File: src/hdl/efv_pkg.sv
// Shared types, constants and the CRC byte step for the envelope frame validator.
`timescale 1ns / 1ps

package efv_pkg;

  // Frame layout and counter limits.
  localparam int HEADER_BYTES    = 20;
  localparam int COUNT_WIDTH_DEF = 24;
  // Wide enough for the byte total and for the header size plus a 32-bit length.
  localparam int CMP_W           = 33;

  // Reflected CRC-32 polynomial.
  localparam logic [31:0] CRC_POLY = 32'hEDB8_8320;

  // Configuration register indexes.
  localparam logic [1:0] CFG_MAGIC   = 2'd0;
  localparam logic [1:0] CFG_SCHEMA  = 2'd1;
  localparam logic [1:0] CFG_EXP_LEN = 2'd2;

  // Result status codes.
  typedef enum logic [2:0] {
    ST_VALID        = 3'd0,
    ST_NOT_ENVELOPE = 3'd1,
    ST_MALFORMED    = 3'd2,
    ST_SCHEMA_NEWER = 3'd3,
    ST_CHECKSUM     = 3'd4
  } status_t;

  // One input item as held in the input register.
  typedef struct packed {
    logic [7:0] data;
    logic       last;
  } step_t;

  // Configuration values seen by the frame tracker.
  typedef struct packed {
    logic [31:0] magic;
    logic [15:0] schema;
    logic [23:0] exp_len;
  } cfg_t;

  // One result item.
  typedef struct packed {
    status_t     status;
    logic        preserve;
    logic [31:0] magic;
    logic [15:0] schema;
    logic [15:0] reserved;
    logic [31:0] length;
    logic [31:0] revision;
    logic [31:0] crc;
    logic        payload_ok;
  } result_t;

  // Fold one byte into a reflected CRC-32 accumulator.
  function automatic logic [31:0] crc_byte(input logic [31:0] c_in, input logic [7:0] b);
    logic [31:0] c;
    c = c_in ^ {24'd0, b};
    for (int k = 0; k < 8; k++) begin
      c = (c >> 1) ^ (c[0] ? CRC_POLY : 32'd0);
    end
    return c;
  endfunction

endpackage

File: src/hdl/envelope_frame_validator.sv
// Top level of the envelope frame validator: input register, frame tracker, result register.
`timescale 1ns / 1ps

// Usage:
// A blob enters one byte per item on the in_ channel, with in_last_byte set on its
// final byte. The first 20 bytes are a little-endian header (magic, schema, reserved,
// payload length, revision, payload CRC); the rest is payload, covered by a reflected
// CRC-32. Each final byte gives one result item on the out_ channel: a status code,
// the preserve and payload_ok flags and the captured header fields. Other bytes give
// no result.
// An accepted byte is processed by the frame tracker while it sits in the input
// register; when a final byte leaves it, the result register loads its result,
// which then shows on the out_ ports. One byte is taken every cycle unless a final
// byte waits for a blocked result; the rate is set by the byte CRC step and
// header capture in the tracker.
// The cfg_ port writes the expected magic, the supported schema version and the
// expected payload length; write it only while no blob is in progress.
// Synchronous reset clears the frame state and both valid flags and restores the
// register defaults. While the receiver stalls, a held result stays stable; further
// non-final bytes keep flowing, and a final byte waits in the input register.

module envelope_frame_validator #(
  parameter int COUNT_WIDTH = efv_pkg::COUNT_WIDTH_DEF
) (
  input  logic        clk,
  input  logic        rst_n,
  // Configuration writes.
  input  logic        cfg_wr_en,
  input  logic [1:0]  cfg_index,
  input  logic [31:0] cfg_wdata,
  // Input channel.
  input  logic        in_valid,
  output logic        in_stall,
  input  logic [7:0]  in_data_byte,
  input  logic        in_last_byte,
  // Result channel.
  output logic        out_valid,
  input  logic        out_stall,
  output logic [2:0]  out_status,
  output logic        out_preserve,
  output logic [31:0] out_header_magic,
  output logic [15:0] out_header_schema,
  output logic [15:0] out_header_reserved,
  output logic [31:0] out_header_length,
  output logic [31:0] out_header_revision,
  output logic [31:0] out_header_crc,
  output logic        out_payload_ok
);

  efv_pkg::cfg_t    cfg_r;
  logic             s1_valid_r, s1_valid_nxt;
  efv_pkg::step_t   s1_step_r;
  logic             s1_adv;
  logic             in_accept;
  efv_pkg::result_t step_res;
  logic             out_valid_r, out_valid_nxt;
  efv_pkg::result_t out_res_r;

  // Configuration registers.
  always_ff @(posedge clk) begin
    if (!rst_n) begin
      cfg_r.magic   <= 32'd0;
      cfg_r.schema  <= 16'd1;
      cfg_r.exp_len <= 24'd0;
    end else if (cfg_wr_en) begin
      case (cfg_index)
        efv_pkg::CFG_MAGIC:   cfg_r.magic   <= cfg_wdata;
        efv_pkg::CFG_SCHEMA:  cfg_r.schema  <= cfg_wdata[15:0];
        efv_pkg::CFG_EXP_LEN: cfg_r.exp_len <= cfg_wdata[23:0];
        default: ;
      endcase
    end
  end

  // A held byte moves on unless it is a final byte and the result register is blocked.
  assign s1_adv    = s1_valid_r && !(s1_step_r.last && out_valid_r && out_stall);
  assign in_stall  = s1_valid_r && !s1_adv;
  assign in_accept = in_valid && !in_stall;

  // Input register.
  always_comb begin
    s1_valid_nxt = s1_valid_r;
    if (in_accept) begin
      s1_valid_nxt = 1'b1;
    end else if (s1_adv) begin
      s1_valid_nxt = 1'b0;
    end
  end

  always_ff @(posedge clk) begin
    if (!rst_n) begin
      s1_valid_r <= 1'b0;
    end else begin
      s1_valid_r <= s1_valid_nxt;
    end
  end

  always_ff @(posedge clk) begin
    if (in_accept) begin
      s1_step_r.data <= in_data_byte;
      s1_step_r.last <= in_last_byte;
    end
  end

  efv_frame_tracker #(
    .COUNT_WIDTH(COUNT_WIDTH)
  ) u_tracker (
    .clk        (clk),
    .rst_n      (rst_n),
    .step_valid (s1_adv),
    .step       (s1_step_r),
    .cfg        (cfg_r),
    .res        (step_res)
  );

  // Result register.
  always_comb begin
    out_valid_nxt = out_valid_r;
    if (s1_adv && s1_step_r.last) begin
      out_valid_nxt = 1'b1;
    end else if (!out_stall) begin
      out_valid_nxt = 1'b0;
    end
  end

  always_ff @(posedge clk) begin
    if (!rst_n) begin
      out_valid_r <= 1'b0;
    end else begin
      out_valid_r <= out_valid_nxt;
    end
  end

  always_ff @(posedge clk) begin
    if (s1_adv && s1_step_r.last) begin
      out_res_r <= step_res;
    end
  end

  assign out_valid           = out_valid_r;
  assign out_status          = out_res_r.status;
  assign out_preserve        = out_res_r.preserve;
  assign out_header_magic    = out_res_r.magic;
  assign out_header_schema   = out_res_r.schema;
  assign out_header_reserved = out_res_r.reserved;
  assign out_header_length   = out_res_r.length;
  assign out_header_revision = out_res_r.revision;
  assign out_header_crc      = out_res_r.crc;
  assign out_payload_ok      = out_res_r.payload_ok;

endmodule

File: src/hdl/efv_frame_tracker.sv
// Frame state: header capture, payload CRC, byte count and the end-of-frame checks.
`timescale 1ns / 1ps

module efv_frame_tracker #(
  parameter int COUNT_WIDTH = efv_pkg::COUNT_WIDTH_DEF
) (
  input  logic             clk,
  input  logic             rst_n,
  input  logic             step_valid,
  input  efv_pkg::step_t   step,
  input  efv_pkg::cfg_t    cfg,
  output efv_pkg::result_t res
);

  logic [COUNT_WIDTH-1:0] count_r, count_nxt;
  logic [31:0] magic_r, magic_nxt, magic_cap;
  logic [15:0] schema_r, schema_nxt, schema_cap;
  logic [15:0] rsvd_r, rsvd_nxt, rsvd_cap;
  logic [31:0] length_r, length_nxt, length_cap;
  logic [31:0] rev_r, rev_nxt, rev_cap;
  logic [31:0] scrc_r, scrc_nxt, scrc_cap;
  logic [31:0] crc_r, crc_nxt, crc_cap;

  logic [4:0]                 idx;
  logic                       in_hdr;
  logic                       sat;
  logic [efv_pkg::CMP_W-1:0]  total;
  logic [efv_pkg::CMP_W-1:0]  len_sum;
  logic                       bad_fields;

  assign idx    = count_r[4:0];
  assign in_hdr = count_r < COUNT_WIDTH'(efv_pkg::HEADER_BYTES);
  assign sat    = count_r == {COUNT_WIDTH{1'b1}};

  // Capture the byte into its header field, or fold it into the payload CRC.
  always_comb begin
    magic_cap  = magic_r;
    schema_cap = schema_r;
    rsvd_cap   = rsvd_r;
    length_cap = length_r;
    rev_cap    = rev_r;
    scrc_cap   = scrc_r;
    crc_cap    = crc_r;
    if (step_valid) begin
      if (in_hdr) begin
        case (idx) inside
          [5'd0:5'd3]:   magic_cap[{idx[1:0], 3'b000} +: 8] = step.data;
          [5'd4:5'd5]:   schema_cap[{idx[0], 3'b000} +: 8] = step.data;
          [5'd6:5'd7]:   rsvd_cap[{idx[0], 3'b000} +: 8] = step.data;
          [5'd8:5'd11]:  length_cap[{idx[1:0], 3'b000} +: 8] = step.data;
          [5'd12:5'd15]: rev_cap[{idx[1:0], 3'b000} +: 8] = step.data;
          default:       scrc_cap[{idx[1:0], 3'b000} +: 8] = step.data;
        endcase
      end else begin
        crc_cap = efv_pkg::crc_byte(crc_r, step.data);
      end
    end
  end

  // Blob length including this byte, and the length the header implies.
  assign total   = efv_pkg::CMP_W'(count_r) + efv_pkg::CMP_W'(1);
  assign len_sum = efv_pkg::CMP_W'(efv_pkg::HEADER_BYTES) + efv_pkg::CMP_W'(length_cap);

  assign bad_fields = (schema_cap != cfg.schema) || (rsvd_cap != 16'd0) ||
                      (rev_cap == 32'd0) || (length_cap != {8'd0, cfg.exp_len}) ||
                      sat || (total != len_sum);

  // End-of-frame checks in priority order.
  always_comb begin
    res = '0;
    if ((total < efv_pkg::CMP_W'(4)) || (magic_cap != cfg.magic)) begin
      res.status = efv_pkg::ST_NOT_ENVELOPE;
    end else if (total < efv_pkg::CMP_W'(efv_pkg::HEADER_BYTES)) begin
      res.status = efv_pkg::ST_MALFORMED;
    end else begin
      res.magic    = magic_cap;
      res.schema   = schema_cap;
      res.reserved = rsvd_cap;
      res.length   = length_cap;
      res.revision = rev_cap;
      res.crc      = scrc_cap;
      if (schema_cap > cfg.schema) begin
        res.status = efv_pkg::ST_SCHEMA_NEWER;
      end else if (bad_fields) begin
        res.status = efv_pkg::ST_MALFORMED;
      end else if (scrc_cap != ~crc_cap) begin
        res.status = efv_pkg::ST_CHECKSUM;
      end else begin
        res.status = efv_pkg::ST_VALID;
      end
    end
    res.preserve   = (res.status == efv_pkg::ST_MALFORMED) ||
                     (res.status == efv_pkg::ST_SCHEMA_NEWER) ||
                     (res.status == efv_pkg::ST_CHECKSUM);
    res.payload_ok = res.status == efv_pkg::ST_VALID;
  end

  // Advance the count, and clear the frame after its last byte.
  always_comb begin
    magic_nxt  = magic_cap;
    schema_nxt = schema_cap;
    rsvd_nxt   = rsvd_cap;
    length_nxt = length_cap;
    rev_nxt    = rev_cap;
    scrc_nxt   = scrc_cap;
    crc_nxt    = crc_cap;
    count_nxt  = count_r;
    if (step_valid) begin
      if (!sat) begin
        count_nxt = count_r + COUNT_WIDTH'(1);
      end
      if (step.last) begin
        count_nxt  = '0;
        magic_nxt  = '0;
        schema_nxt = '0;
        rsvd_nxt   = '0;
        length_nxt = '0;
        rev_nxt    = '0;
        scrc_nxt   = '0;
        crc_nxt    = '1;
      end
    end
  end

  always_ff @(posedge clk) begin
    if (!rst_n) begin
      count_r  <= '0;
      magic_r  <= '0;
      schema_r <= '0;
      rsvd_r   <= '0;
      length_r <= '0;
      rev_r    <= '0;
      scrc_r   <= '0;
      crc_r    <= '1;
    end else begin
      count_r  <= count_nxt;
      magic_r  <= magic_nxt;
      schema_r <= schema_nxt;
      rsvd_r   <= rsvd_nxt;
      length_r <= length_nxt;
      rev_r    <= rev_nxt;
      scrc_r   <= scrc_nxt;
      crc_r    <= crc_nxt;
    end
  end

endmodule

File: config.mk
export PLATFORM = sky130hd
export DESIGN_NAME = envelope_frame_validator
export DESIGN_NICKNAME = d
export VERILOG_FILES = /design/src/hdl/efv_pkg.sv /design/src/hdl/envelope_frame_validator.sv /design/src/hdl/efv_frame_tracker.sv
export SDC_FILE = /design/constraint.sdc
export NUM_CORES = 1
export LEC_CHECK = 0
export BUFFER_PORTS_ARGS = -buffer_cell sky130_fd_sc_hd__buf_2
export CAP_MARGIN = 20
export CORE_MARGIN = 2
export CORE_UTILIZATION = 64
export DETAILED_ROUTE_END_ITERATION = 8
export PLACE_DENSITY = 0.81
export RECOVER_POWER = 50
export SLEW_MARGIN = 5
export SYNTH_ARGS = -nofsm -noshare
export SYNTH_HDL_FRONTEND = slang
export SYNTH_HIERARCHICAL = 1
export SYNTH_SLANG_ARGS = --single-unit
File: constraint.sdc
create_clock -name clk -period 13.9 [get_ports clk]
set_input_delay 0.695 -clock clk [delete_from_list [all_inputs] [get_ports clk]]
set_output_delay 0.695 -clock clk [all_outputs]
set_load 0.1 [all_outputs]
==> results.sh <==
export IMPL_status="finished, violations left"
export IMPL_violations="max-capacitance violations, max-slew violations"
export IMPL_holdPathEnd="s1_step_r[7]"
export IMPL_hp_class="input pin to flop"
export IMPL_gp_congestion=0.9948
export IMPL_hp_start="in_data_byte[6]"
export IMPL_crit_path_frequent_cell="nand4_1"
export IMPL_r2r_cells=19
export IMPL_finalCritPeriodShare_pct=51.26
export IMPL_wl_mm=66.04
export IMPL_drive_gt1_share_pct=7.898
export IMPL_syn_inst=2187
export IMPL_postCtsSetupBuffers=0
export IMPL_die_width_um=189.4
export IMPL_seq_area_frac_synth_pct=50.12
export IMPL_buffer_ports_inserted=214
export IMPL_r2r_end="out_preserve"
export IMPL_grt_pass1_wl_mm=97.95
export IMPL_worst_slack_ns=6.774
export IMPL_cts_resized=0
export IMPL_routedWlPerCell_um=23.24
export IMPL_root_buffer="clkbuf_16"
export IMPL_final_cells=2842
export IMPL_leakage_nw=8.907
export IMPL_cts_sinks=464
export IMPL_drt_iter0_markers=2020
export IMPL_ff2ff_setup_slack_ns=6.77
export IMPL_path_class="flop to flop"
export IMPL_fp_row_count=67
export IMPL_clk_latency_ns=0.58
export IMPL_die_h_um=189.4
export IMPL_final_hold_viol_count=0
export IMPL_critical_path_top_delay_family="simple AND/OR/NAND/NOR gates"
export IMPL_required_ns=14.19
export IMPL_async_flop_share_pct=0
export IMPL_cp_buffers_inverters=1
export IMPL_coreArea_um2=33700
export IMPL_mappedNetlistNets=2258
export IMPL_dr_total_vias=17220
export IMPL_drt_pass1_iter_count=6
export IMPL_ys_seq_elements=464
export IMPL_place_area_um2=23270
export IMPL_finalSetupViolations=0
export IMPL_cp_arrival_ns=7.41
export IMPL_ioPinCount=215
export IMPL_dp_cells=2751
export IMPL_fin_area_um2=24510
export IMPL_rsz0062_at_grt="false"
export IMPL_synth_edff_count=174
export IMPL_viasPerCell=6.059
export IMPL_p_per_area_nw_per_um2=118.9
export IMPL_drv_slew=455
export IMPL_gr_total_overflow=0
export IMPL_cp_slowest_cell="nor4_1"
export IMPL_syn2layout_area_growth_pct=11.38
export IMPL_antenna_found_initial=0
export IMPL_grt_usage_pct=36.08
export IMPL_nNetsFinal=2427
export IMPL_path_clk_slew_ns=0.06
export IMPL_critPathMaxStageDelay_ns=0.87
export IMPL_drcViolationCount=0
export IMPL_worstHoldPathCells=1
export IMPL_grt_max_degree=100
export IMPL_cts_buffers_inserted=47
export IMPL_grt_pass1_vias=16702
export IMPL_clockBufferDepth=3
export IMPL_relSlewSlack_pct=-213.1
export IMPL_fin_crit_ns=7.126
export IMPL_yosysWarnings=6
export IMPL_synth_ff_type="dfxtp_1"
export IMPL_endpoint_kind="flop"
export IMPL_setup_tns_ns=0
export IMPL_cp_max_fo=11
export IMPL_cts_hold_buf=0
export IMPL_dpl_hpwl_mm=46.53
export IMPL_htree_levels=2
export IMPL_die_area_um2=35890
export IMPL_start_util_pct=65.31
export IMPL_fin_skew_ns=0.03665
export IMPL_cts_tree="yes"
export IMPL_cp_start_kind="flop"
export IMPL_peakVddDrop_uv=108.4
export IMPL_r2r_start="u_tracker/count_r[6]"
export IMPL_synth_area_um2=22010
export IMPL_syn_mean_instance_area_um2=10.06
export IMPL_pre_cts_ws_ns=7.021
export IMPL_ys_types=82
export IMPL_worst_pin_slew_ns=4.697
export IMPL_path_cells="or4_1 > or4_1 > or2_2 > or3_1 > nor2_1 > mux2i_1 > inv_1 > ha_1 > nand4_1 > nor4_1 > nand3_1 > a2111oi_0 > nand4_1 > nor4bb_1 > nand4_1 > nor4_1 > nand4_1 > nor4_1 > a21oi_1"
export IMPL_fin_util_pct=72.74
export IMPL_max_cap_violations=8
export IMPL_timing_fmax_mhz=140.3
export IMPL_ant_nets=0
==> state kept, by name (all words and copies together) (netlist names), 16 cells and up <==
signal               count
cfg_r                   72
out_header_crc          32
out_header_length       32
out_header_magic        32
out_header_revision     32
u_tracker/crc_r         32
u_tracker/length_r      32
u_tracker/magic_r       32
u_tracker/rev_r         32
u_tracker/scrc_r        32
u_tracker/count_r       24
out_header_reserved     16
out_header_schema       16
u_tracker/rsvd_r        16
u_tracker/schema_r      16
==> power by group <==
part,total [W],switching [W],internal [W]
combinational,0.000232,0.000175,0.0000567
sequential,0.00145,0.0000190,0.00143
clock,0.00124,0.000530,0.000706
==> placed cells by master (no fill, tap or decap), types with 45 or more instances in the layout <==
cell type	n
nor2_1	400
dfxtp_1	290
mux2i_1	249
nand2_1	206
clkbuf_1	192
edfxtp_1	174
xnor2_1	169
xor2_1	49
clkbuf_16	48
buf_2	47
inv_1	45
and2_1	45
==> per-layer routing <==
layer / wire length [µm] / up-vias / GRT usage, %
met5: 0 / - / 0
met4: 3379 / 0 / 16.94
met3: 6010 / 219 / 5.709
met2: 31100 / 953 / 60.31
met1: 25550 / 8218 / 46.09
li1: - / 7830 / -
==> worst reg2reg max path, cell delays in order (launching register included) <==
cell and delay (ns):
dfxtp_1 0.40, or4_1 0.53, or4_1 0.67, or2_2 0.45
or3_1 0.38, nor2_1 0.78, mux2i_1 0.37, inv_1 0.09
ha_1 0.32, nand4_1 0.15, nor4_1 0.87, nand3_1 0.13
a2111oi_0 0.47, nand4_1 0.15, nor4bb_1 0.29, nand4_1 0.13
nor4_1 0.24, nand4_1 0.14, nor4_1 0.20, a21oi_1 0.10
==> Yosys cell counts (4+ instances only) <==
library cell  instances  area share (%)
nand4_1              34            0.97
edfxtp_1            174              24
o21a_1                6            0.20
nor3b_1               6            0.20
or4_1                12            0.41
a21o_1               14            0.48
nor4_1               40             1.1
nor3_1               26            0.59
and3_1               12            0.34
and2_1               45             1.3
mux2_2               10            0.51
ha_1                 23             1.3
clkbuf_1             85             1.4
a31oi_1               5            0.14
nor2_1              400             6.8
inv_1                45            0.77
a21oi_1              43            0.98
or3_1                 6            0.17
buf_6                 7            0.36
xor2_1               49             1.9
nor2b_1              11            0.31
o211ai_1              7            0.24
nor4_4                7            0.68
o21ai_0              32            0.73
buf_4                 4            0.14
buf_12                6            0.55
and2_0                4            0.11
or2_2                 5            0.14
nand3_1              31            0.70
nand4b_1              4            0.16
mux2i_1             249              11
and4_1                7            0.28
a211oi_1              7            0.24
dfxtp_1             290              26
nand3b_1              8            0.27
o31ai_1               4            0.14
xnor2_1             169             6.7
o21ai_1               4           0.091
buf_2                26            0.59
nand2_1             206             3.5
==> worst max path at each step <==
stage	cells after the start	start	endpoint	slack, ns
global route	4	s1_step_r[0]	out_header_revision[14]	6.19
CTS	19	u_tracker/count_r[6]	out_preserve	6.97
detailed placement	19	u_tracker/count_r[6]	out_preserve	7.02
finish	19	u_tracker/count_r[6]	out_preserve	6.77
floorplan	1	out_stall	out_header_crc[0]	4.51
global placement	19	u_tracker/count_r[6]	out_preserve	7.12
==> metrics by stage <==
step	power, W	hold WS (ns)
5_1_grt	0.002984	0.2863
6_report	0.002914	0.2956
2_1_floorplan	0.001649	0.4385
4_1_cts	0.002919	0.2839
3_3_place_gp	0.001699	0.4475
3_5_place_dp	0.001702	0.4590
==> area by class of cell <==
cell class	instances	area (µm²)
inverters	45	168.9
repair buffers	251	1119
fillers	2547	9186
clock buffers	71	1378
multi-input cells	1547	10120
diodes	1	2.502
well taps	448	560.5
clock inverters	15	137.6
flip-flops and latches	464	11030
==> logic make-up after synthesis <==
logic type	Yosys count	share of synthesized area [%]
AO/OA/AOI/OAI	155	4.622
XOR/XNOR	221	8.959
adder cells (fa/ha/maj)	23	1.308
buffers and inverters	176	3.900
flip-flops	464	50.12
multiplexers	262	12.03
AND/OR/NAND/NOR	886	19.06
No activity file was read; power rests on OpenSTA's default activity.
